[config.mk]
export PLATFORM = sky130hd
export DESIGN_NAME = block_power_trigger
export DESIGN_NICKNAME = d
export VERILOG_FILES = /design/src/hw/rtl/bpt_pkg.sv /design/src/hw/rtl/block_power_trigger.sv /design/src/hw/rtl/bpt_energy.sv /design/src/hw/rtl/bpt_detect.sv
export SDC_FILE = /design/constraint.sdc
export NUM_CORES = 2
export LEC_CHECK = 0
export BUFFER_PORTS_ARGS = -buffer_cell sky130_fd_sc_hd__buf_2
export CAP_MARGIN = 30
export CORE_ASPECT_RATIO = 1.1
export CORE_MARGIN = 5
export CORE_UTILIZATION = 51
export DETAILED_ROUTE_END_ITERATION = 16
export HOLD_SLACK_MARGIN = 0.12
export PLACE_DENSITY = 0.78
export SYNTH_ARGS = -nofsm -noshare
export SYNTH_HDL_FRONTEND = slang
export SYNTH_SLANG_ARGS = --single-unit
[constraint.sdc]
create_clock -name i_clk -period 7.8 [get_ports i_clk]
set_input_delay 0.78 -clock i_clk [delete_from_list [all_inputs] [get_ports i_clk]]
set_output_delay 0.78 -clock i_clk [all_outputs]
set_load 0.02 [all_outputs]
[src/hw/rtl/bpt_pkg.sv]
// Shared types and constants of the block power trigger.
`default_nettype none

package bpt_pkg;

    // Field widths
    localparam int SAMPLE_W = 16;
    localparam int ENERGY_W = 32;
    localparam int SUM_W    = 43;
    localparam int THR_W    = 31;
    localparam int TICK_W   = 16;
    localparam int CAP_W    = 16;
    localparam int CFG_IDX_W = 2;

    localparam logic [SUM_W-1:0] SUM_MAX = {SUM_W{1'b1}};
    localparam logic [CAP_W-1:0] CAP_MAX = {CAP_W{1'b1}};

    // Configuration register indexes
    typedef enum logic [CFG_IDX_W-1:0] {
        CFG_THRESHOLD  = 2'd0,
        CFG_POST_TICKS = 2'd1,
        CFG_CAP_LIMIT  = 2'd2
    } t_cfg_idx;

    // Item kinds carried in tuser
    localparam logic FUNC_SAMPLE = 1'b0;
    localparam logic FUNC_TICK   = 1'b1;

    // Item handed from the energy stage to the detector
    typedef struct packed {
        logic                func;
        logic                last;
        logic [ENERGY_W-1:0] energy;
    } t_sq_item;

    // Result item from the detector
    typedef struct packed {
        logic             block_end;
        logic [SUM_W-1:0] block_power;
        logic             triggered;
        logic             capture_active;
        logic             capture_done;
        logic [CAP_W-1:0] capture_total;
        logic             finished;
    } t_result;

endpackage

`default_nettype wire

[src/hw/rtl/block_power_trigger.sv]
// Top level of the block power trigger: stream ports, configuration port, result packing.
//
//  channel   dir  handshake                     payload
//  s         in   i_s_tvalid / o_s_tready       tdata {q,i}, tlast last_of_block, tuser func
//  m         out  o_m_tvalid / i_m_tready       tdata {capture_total,block_power}, tlast, tuser
//  cfg       in   i_cfg_valid / o_cfg_ready     i_cfg_index, i_cfg_data
//
// One item per cycle sustained while results are taken and no threshold reload holds the input;
// each item passes the input, energy and result registers in turn before its result is valid.
// A threshold write holds o_s_tready low while the threshold times
// the current block count is reloaded through one multiplier.
// Reset (i_rst_n low, synchronous) clears the detector state, configuration and valid flags;
// the payload registers are not reset; no clearing pass.
// A stalled result register fills the stages behind it, then o_s_tready drops.
`default_nettype none

module block_power_trigger
    import bpt_pkg::*;
#(
    parameter int BLOCK_SAMPLES = 4096
) (
    input  wire logic                 i_clk,
    input  wire logic                 i_rst_n,
    // Input stream
    input  wire logic                 i_s_tvalid,
    output logic                      o_s_tready,
    input  wire logic [31:0]          i_s_tdata,   // [15:0] i_sample, [31:16] q_sample
    input  wire logic                 i_s_tlast,   // last_of_block
    input  wire logic                 i_s_tuser,   // [0] func
    // Result stream
    output logic                      o_m_tvalid,
    input  wire logic                 i_m_tready,
    output logic [63:0]               o_m_tdata,   // [42:0] block_power, [58:43] capture_total
    output logic                      o_m_tlast,   // block_end
    output logic [3:0]                o_m_tuser,   // [0] triggered, [1] capture_active,
                                                   // [2] capture_done, [3] finished
    // Configuration
    input  wire logic                 i_cfg_valid,
    output logic                      o_cfg_ready,
    input  wire logic [CFG_IDX_W-1:0] i_cfg_index,
    input  wire logic [THR_W-1:0]     i_cfg_data
);

    logic     w_hold;
    logic     w_item_valid;
    logic     w_item_ready;
    t_sq_item w_item;
    t_result  w_res;

    assign o_cfg_ready = 1'b1;

    // Input register and energy stage
    bpt_energy u_energy (
        .i_clk        (i_clk),
        .i_rst_n      (i_rst_n),
        .i_valid      (i_s_tvalid),
        .o_ready      (o_s_tready),
        .i_func       (i_s_tuser),
        .i_last       (i_s_tlast),
        .i_i_sample   (i_s_tdata[SAMPLE_W-1:0]),
        .i_q_sample   (i_s_tdata[2*SAMPLE_W-1:SAMPLE_W]),
        .i_hold       (w_hold),
        .o_item_valid (w_item_valid),
        .o_item       (w_item),
        .i_item_ready (w_item_ready)
    );

    // Detector and result register
    bpt_detect #(
        .BLOCK_SAMPLES (BLOCK_SAMPLES)
    ) u_detect (
        .i_clk        (i_clk),
        .i_rst_n      (i_rst_n),
        .i_cfg_valid  (i_cfg_valid),
        .i_cfg_index  (i_cfg_index),
        .i_cfg_data   (i_cfg_data),
        .o_hold       (w_hold),
        .i_item_valid (w_item_valid),
        .i_item       (w_item),
        .o_item_ready (w_item_ready),
        .o_res_valid  (o_m_tvalid),
        .o_res        (w_res),
        .i_res_ready  (i_m_tready)
    );

    // Pack the result item
    assign o_m_tdata = {5'b0, w_res.capture_total, w_res.block_power};
    assign o_m_tlast = w_res.block_end;
    assign o_m_tuser = {w_res.finished, w_res.capture_done,
                        w_res.capture_active, w_res.triggered};

endmodule

`default_nettype wire

[src/hw/rtl/bpt_energy.sv]
// Input register and sample energy stage (I squared plus Q squared).
`default_nettype none

module bpt_energy
    import bpt_pkg::*;
(
    input  wire logic                       i_clk,
    input  wire logic                       i_rst_n,
    input  wire logic                       i_valid,
    output logic                            o_ready,
    input  wire logic                       i_func,
    input  wire logic                       i_last,
    input  wire logic signed [SAMPLE_W-1:0] i_i_sample,
    input  wire logic signed [SAMPLE_W-1:0] i_q_sample,
    input  wire logic                       i_hold,
    output logic                            o_item_valid,
    output t_sq_item                        o_item,
    input  wire logic                       i_item_ready
);

    logic                       r_v1;
    logic                       r_func1;
    logic                       r_last1;
    logic signed [SAMPLE_W-1:0] r_i1;
    logic signed [SAMPLE_W-1:0] r_q1;
    logic                       r_v2;
    t_sq_item                   r_item2;
    t_sq_item                   n_item2;
    logic signed [2*SAMPLE_W-1:0] w_sq_i;
    logic signed [2*SAMPLE_W-1:0] w_sq_q;
    logic                       w_adv2;
    logic                       w_adv1;
    logic                       w_take;

    // Advance each stage when the one after it has room
    assign w_adv2  = !r_v2 || i_item_ready;
    assign w_adv1  = !r_v1 || w_adv2;
    assign o_ready = w_adv1 && !i_hold;
    assign w_take  = i_valid && o_ready;

    // Squares never exceed 2^30, so the low 31 bits hold them
    assign w_sq_i = r_i1 * r_i1;
    assign w_sq_q = r_q1 * r_q1;

    always_comb begin
        n_item2.func   = r_func1;
        n_item2.last   = r_last1;
        n_item2.energy = {1'b0, w_sq_i[ENERGY_W-2:0]} + {1'b0, w_sq_q[ENERGY_W-2:0]};
    end

    // Valid flags
    always_ff @(posedge i_clk) begin
        if (!i_rst_n) begin
            r_v1 <= 1'b0;
            r_v2 <= 1'b0;
        end else begin
            if (w_adv1) begin
                r_v1 <= w_take;
            end
            if (w_adv2) begin
                r_v2 <= r_v1;
            end
        end
    end

    // Payload registers
    always_ff @(posedge i_clk) begin
        if (w_take) begin
            r_func1 <= i_func;
            r_last1 <= i_last;
            r_i1    <= i_i_sample;
            r_q1    <= i_q_sample;
        end
        if (w_adv2 && r_v1) begin
            r_item2 <= n_item2;
        end
    end

    assign o_item_valid = r_v2;
    assign o_item       = r_item2;

endmodule

`default_nettype wire

[src/hw/rtl/bpt_detect.sv]
// Block energy accumulator, threshold compare, capture window and result register.
`default_nettype none

module bpt_detect
    import bpt_pkg::*;
#(
    parameter int BLOCK_SAMPLES = 4096
) (
    input  wire logic                 i_clk,
    input  wire logic                 i_rst_n,
    input  wire logic                 i_cfg_valid,
    input  wire logic [CFG_IDX_W-1:0] i_cfg_index,
    input  wire logic [THR_W-1:0]     i_cfg_data,
    output logic                      o_hold,
    input  wire logic                 i_item_valid,
    input  wire t_sq_item             i_item,
    output logic                      o_item_ready,
    output logic                      o_res_valid,
    output t_result                   o_res,
    input  wire logic                 i_res_ready
);

    localparam int CNT_W = $clog2(BLOCK_SAMPLES + 1);
    localparam int ACC_W = THR_W + CNT_W;
    localparam int CMP_W = (ACC_W > SUM_W) ? ACC_W : SUM_W;
    localparam logic [CNT_W-1:0] CNT_FULL = CNT_W'(BLOCK_SAMPLES);

    // Configuration
    logic [THR_W-1:0]  r_threshold;
    logic [TICK_W-1:0] r_post_ticks;
    logic [CAP_W-1:0]  r_cap_limit;
    logic              r_recalc;

    // Detector state
    logic [SUM_W-1:0]  r_psum,   n_psum;
    logic [CNT_W-1:0]  r_cnt,    n_cnt;
    logic [ACC_W-1:0]  r_thracc, n_thracc;
    logic              r_capt,   n_capt;
    logic [TICK_W-1:0] r_ticks,  n_ticks;
    logic [CAP_W-1:0]  r_caps,   n_caps;
    logic              r_done,   n_done;

    // Result register
    logic              r_out_valid;
    t_result           r_res, n_res;

    logic              w_consume;
    logic [SUM_W:0]    w_sum_ext;
    logic [SUM_W-1:0]  w_sum_sat;
    logic [CNT_W-1:0]  w_cnt1;
    logic [ACC_W-1:0]  w_thr1;
    logic [TICK_W-1:0] w_tick_dec;
    logic [CAP_W-1:0]  w_caps_inc;
    logic              w_finish;

    assign o_item_ready = (!r_out_valid || i_res_ready) && !r_recalc;
    assign w_consume    = i_item_valid && o_item_ready;
    assign o_hold       = r_recalc;

    // Configuration writes; a threshold write reloads the threshold-times-count product
    always_ff @(posedge i_clk) begin
        if (!i_rst_n) begin
            r_threshold  <= '0;
            r_post_ticks <= '0;
            r_cap_limit  <= '0;
            r_recalc     <= 1'b0;
        end else begin
            r_recalc <= 1'b0;
            if (i_cfg_valid) begin
                unique case (i_cfg_index)
                    CFG_THRESHOLD: begin
                        r_threshold <= i_cfg_data;
                        r_recalc    <= 1'b1;
                    end
                    CFG_POST_TICKS: r_post_ticks <= i_cfg_data[TICK_W-1:0];
                    CFG_CAP_LIMIT:  r_cap_limit  <= i_cfg_data[CAP_W-1:0];
                    default: ;
                endcase
            end
        end
    end

    // Running sums for a sample
    assign w_sum_ext  = {1'b0, r_psum} + (SUM_W+1)'(i_item.energy);
    assign w_sum_sat  = w_sum_ext[SUM_W] ? SUM_MAX : w_sum_ext[SUM_W-1:0];
    assign w_cnt1     = r_cnt + CNT_W'(1);
    assign w_thr1     = r_thracc + ACC_W'(r_threshold);
    assign w_tick_dec = (r_ticks != '0) ? (r_ticks - TICK_W'(1)) : r_ticks;
    assign w_caps_inc = (r_caps != CAP_MAX) ? (r_caps + CAP_W'(1)) : r_caps;

    // Next state and result of one item
    always_comb begin
        n_psum   = r_psum;
        n_cnt    = r_cnt;
        n_thracc = r_thracc;
        n_capt   = r_capt;
        n_ticks  = r_ticks;
        n_caps   = r_caps;
        n_done   = r_done;
        w_finish = 1'b0;
        n_res    = '0;

        if (!r_done) begin
            if (i_item.func == FUNC_TICK) begin
                if (r_capt) begin
                    n_ticks = w_tick_dec;
                    if (w_tick_dec == '0) begin
                        w_finish = 1'b1;
                    end
                end
            end else if (!r_capt) begin
                if (i_item.last || (w_cnt1 == CNT_FULL)) begin
                    n_res.block_end   = 1'b1;
                    n_res.block_power = w_sum_sat;
                    if (CMP_W'(w_sum_sat) >= CMP_W'(w_thr1)) begin
                        n_res.triggered = 1'b1;
                        n_capt          = 1'b1;
                        n_ticks         = r_post_ticks;
                        if (r_post_ticks == '0) begin
                            w_finish = 1'b1;
                        end
                    end
                    n_psum   = '0;
                    n_cnt    = '0;
                    n_thracc = '0;
                end else begin
                    n_psum   = w_sum_sat;
                    n_cnt    = w_cnt1;
                    n_thracc = w_thr1;
                end
            end
        end

        // Close the capture window and count it
        if (w_finish) begin
            n_capt  = 1'b0;
            n_ticks = '0;
            n_caps  = w_caps_inc;
            if ((r_cap_limit != '0) && (w_caps_inc >= r_cap_limit)) begin
                n_done = 1'b1;
            end
        end

        n_res.capture_done   = w_finish;
        n_res.capture_active = n_capt;
        n_res.capture_total  = n_caps;
        n_res.finished       = n_done;
    end

    // State registers
    always_ff @(posedge i_clk) begin
        if (!i_rst_n) begin
            r_psum   <= '0;
            r_cnt    <= '0;
            r_thracc <= '0;
            r_capt   <= 1'b0;
            r_ticks  <= '0;
            r_caps   <= '0;
            r_done   <= 1'b0;
        end else if (r_recalc) begin
            r_thracc <= ACC_W'(r_threshold) * ACC_W'(r_cnt);
        end else if (w_consume) begin
            r_psum   <= n_psum;
            r_cnt    <= n_cnt;
            r_thracc <= n_thracc;
            r_capt   <= n_capt;
            r_ticks  <= n_ticks;
            r_caps   <= n_caps;
            r_done   <= n_done;
        end
    end

    // Hold the result until it is taken
    always_ff @(posedge i_clk) begin
        if (!i_rst_n) begin
            r_out_valid <= 1'b0;
        end else if (w_consume) begin
            r_out_valid <= 1'b1;
        end else if (i_res_ready) begin
            r_out_valid <= 1'b0;
        end
    end

    always_ff @(posedge i_clk) begin
        if (w_consume) begin
            r_res <= n_res;
        end
    end

    assign o_res_valid = r_out_valid;
    assign o_res       = r_res;

`ifndef SYNTHESIS
    a_trig_closes_block: assert property (@(posedge i_clk) disable iff (!i_rst_n)
        (r_out_valid && r_res.triggered) |-> r_res.block_end)
        else $error("trigger without a closed block");

    a_power_only_at_end: assert property (@(posedge i_clk) disable iff (!i_rst_n)
        (r_out_valid && !r_res.block_end) |-> (r_res.block_power == '0))
        else $error("block power reported outside block end");

    a_done_not_active: assert property (@(posedge i_clk) disable iff (!i_rst_n)
        (r_out_valid && r_res.capture_done) |-> !r_res.capture_active)
        else $error("capture closed but still active");

    a_finished_sticks: assert property (@(posedge i_clk) disable iff (!i_rst_n)
        r_done |=> r_done)
        else $error("finished flag dropped");

    a_no_item_in_recalc: assert property (@(posedge i_clk) disable iff (!i_rst_n)
        r_recalc |-> !w_consume)
        else $error("item consumed while threshold product reloads");
`endif

endmodule

`default_nettype wire
==> out/metrics.yaml <==
detailed_routing:
  drtPass1Iterations: 6
  route.vias.total: 39900
  detail_route.drc_violations: 0
  routed_wl_um: 134000
  avgRoutedWirePerCell_um: 19.0
  viasPerCell: 5.63
  detail_route.iter0.violations: 3052
  ant_nets: 0
worst_setup_path:
  critical-path-top-delay-family: "adder cells"
  critPathMaxStageDelay_ps: 530
  type_of_element_launching_the_critical_path: "flop"
  worstSetupEndpointType: "flop"
  timing.critical_path.mode_cell: "sky130_fd_sc_hd__fa_1"
  crit_path_top_delay_cell: "sky130_fd_sc_hd__fa_1"
  worstPathBufferInverterCount: 4
  critical_path_peak_fanout: 2
  required_ps: 8150
  critical_path_class: "flop to flop"
  arrival_ps: 8310
synth:
  mappedNetlistArea_um2: 49400
  yosys.cell_types.count: 88
  syn_area_per_cell_um2: 8.78
  synth_top_cell_by_area: "sky130_fd_sc_hd__fa_1"
  syn-instance-count: 5631
  synth_enable_flop_cells: 132
  synth-async-reset-ratio: 0
  synth_ff_type: "sky130_fd_sc_hd__dfxtp_1"
  yosys_warnings: 0
  ys_ff_latch: 333
  yosysTopAreaCellShare: 0.314
  yosysSeqAreaShare: 0.162
  netlist_top_cells_area: "sky130_fd_sc_hd__fa_1 31%, sky130_fd_sc_hd__ha_1 10%, sky130_fd_sc_hd__dfxtp_1 8.1%, sky130_fd_sc_hd__edfxtp_1 8.0%, sky130_fd_sc_hd__inv_1 7.7%"
timing:
  finalCritPeriodShare: 1.02
  final_setup_violation_count: 2
  setup_ws_ps: -165
  tightestPinTransition_ps: 1140
  period_needed_ps: 7970
  totalNegativeSetupSlack_ps: -241
  final_hold_viol_count: 0
  achievable-frequency_mhz: 126
  rsz0062_at_grt: "true"
  drv_slew: 0
  worst_setup_skew_after_layout_ps: 32.1
  max-slew-margin-rel: 0.242
clock_tree:
  clk_root_buffer_cell: "sky130_fd_sc_hd__clkbuf_16"
  sinks_on_the_clock_net: 333
  htree_levels: 2
  tritoncts: "built"
  cts.hold.buffers_added: 0
  clk_latency_ps: 620
  cts-buffers-inserted: 41
  clkTransAtPathRegs_ps: 60
  cts_max_path_buffers: 3
run_status:
  failed_checks: "negative setup slack"
  status: "complete, but fails checks"
floorplanning:
  die_h_um: 337
  dieWidth_um: 307
  io_pins: 144
  die_area_um2: 103000
  floorplan.core_area_um2: 96000
  fp-row-count: 119
  start_util: 0.515
cells_and_area:
  fin_nets: 7035
  finalInstanceArea_um2: 54100
  post_route_cells_drive_above_1_share: 0.0928
  post-route-util: 0.564
  synthToLayoutAreaGrowth_pct: 9.47
  nFillCells: 8347
  layoutNonFillerInstCount: 7085
grt:
  overflow: 0
  grt_pass1_wl_um: 216000
  grt_pass1_vias: 41600
  grt_start_max_net_pins: 91
  grt.total_usage: 0.259
  number_of_antenna_violations_at_the_first_check_in_global_routing: 2
placed_design:
  dpl.hpwl_um: 108000
  placedInstanceArea_um2: 52300
  dpl.cell_count: 6987
  portBuffers: 137
  final_gp_congestion: 0.983
min_path:
  worst_hold_class: "primary input to flop"
run:
  maxCapViolations: 0
## through the flow
step	setup WS, ps	hold slack [ps]
5_1_grt	-503	329
3_5_place_dp	-233	407
6_report	-165	350
3_3_place_gp	-69.3	403
2_1_floorplan	-135	400
4_1_cts	-182	313
## cells in the mapped netlist (25+ instances only)
cell	n
sky130_fd_sc_hd__nand2_1	757
sky130_fd_sc_hd__a21o_1	81
sky130_fd_sc_hd__a21oi_1	332
sky130_fd_sc_hd__a31oi_1	31
sky130_fd_sc_hd__nor3_1	58
sky130_fd_sc_hd__a211oi_1	25
sky130_fd_sc_hd__clkbuf_1	228
sky130_fd_sc_hd__and2_1	239
sky130_fd_sc_hd__nor2_1	272
sky130_fd_sc_hd__o21a_1	40
sky130_fd_sc_hd__and3_1	41
sky130_fd_sc_hd__o21bai_1	25
sky130_fd_sc_hd__nor4_1	25
sky130_fd_sc_hd__dfxtp_1	201
sky130_fd_sc_hd__xnor2_1	160
sky130_fd_sc_hd__o21ai_0	170
sky130_fd_sc_hd__nand2b_1	49
sky130_fd_sc_hd__nand4_1	38
sky130_fd_sc_hd__xor2_1	78
sky130_fd_sc_hd__ha_1	410
sky130_fd_sc_hd__nor2b_1	34
sky130_fd_sc_hd__nand3_1	61
sky130_fd_sc_hd__inv_1	1016
sky130_fd_sc_hd__edfxtp_1	132
sky130_fd_sc_hd__fa_1	776
## cell usage in the layout, fill, tap and decap left out, types with 132 or more instances in the layout
master / count
sky130_fd_sc_hd__a21oi_1: 326
sky130_fd_sc_hd__fa_1: 776
sky130_fd_sc_hd__dfxtp_1: 200
sky130_fd_sc_hd__nor2_1: 269
sky130_fd_sc_hd__buf_4: 209
sky130_fd_sc_hd__o21ai_0: 165
sky130_fd_sc_hd__buf_2: 137
sky130_fd_sc_hd__inv_1: 1008
sky130_fd_sc_hd__nand2_1: 754
sky130_fd_sc_hd__edfxtp_1: 132
sky130_fd_sc_hd__ha_1: 406
sky130_fd_sc_hd__and2_1: 236
sky130_fd_sc_hd__xnor2_1: 160
## kinds of logic (layout without fill, tap and decap cells)
kind of cell,after synthesis,count (layout),synth area share
AND/OR/NAND/NOR,1644,1644,0.155
XOR/XNOR,238,238,0.0422
AO/OA/AOI/OAI,920,920,0.119
multiplexers,29,29,0.00620
flip-flops,333,333,0.162
other,2,11,0.000152
adder cells (fa/ha/maj),1186,1186,0.418
buffers and inverters,1279,1454,0.0984
## state kept, by name, summed over array words and instances, names as in the netlist, 13 cells and up
name,count
u_detect.r_cap_limit,16
u_detect.o_res,64
u_energy.r_q1,16
u_energy.o_item,34
u_detect.r_threshold,31
u_detect.r_thracc,44
u_detect.r_caps,16
u_detect.r_cnt,13
u_detect.r_psum,43
u_energy.r_i1,16
u_detect.r_post_ticks,16
u_detect.r_ticks,16
## per-layer routing
layer / GRT usage / wire length [µm]
met5: 0 / 13
met3: 0.0418 / 9620
met1: 0.319 / 51700
met4: 0.111 / 6400
met2: 0.456 / 66600
## area by class of cell
type | count | area [µm²] | area share
multi-input cells | 4023 | 36900 | 0.681
flip-flops and latches | 333 | 7990 | 0.148
inverters | 1019 | 3830 | 0.0707
repair buffers | 359 | 2430 | 0.0449
well taps | 1270 | 1590 | 0.0294
clock buffers | 51 | 1150 | 0.0212
clock inverters | 25 | 267 | 0.00492
diodes | 5 | 12.5 | 0.000231
## final timing paths
kind                                       start                   to  slack, ps  cells after the start
worst min register to register  u_energy.r_func1  u_energy.o_item[33]        420                      0
worst max-delay path            u_energy.r_i1[8]  u_energy.o_item[30]       -170                     30
worst min-delay path                   i_s_tlast     u_energy.r_last1        350                      1
worst max register to register  u_energy.r_i1[8]  u_energy.o_item[30]       -170                     30
## worst reg2reg max path: cells and delay by family, from the launching register on
family	cells	cell delay, ps
AOI/OAI and AO/OA	14	2990
xor gates and xnor gates	2	230
adders and majority gates	8	3480
buffers and inverters	4	200
DFF	1	420
and+or+nand+nor	2	390
## repair_timing
item | CTS | global route
buffers inserted | 2 | 17
gates resized for setup | 8 | 47
setup endpoints to repair | 6 | 12
pin swaps | 8 | 30
Power is not shown: default switching activity piles up to over one toggle a cycle in this logic, so the estimate is an artifact.
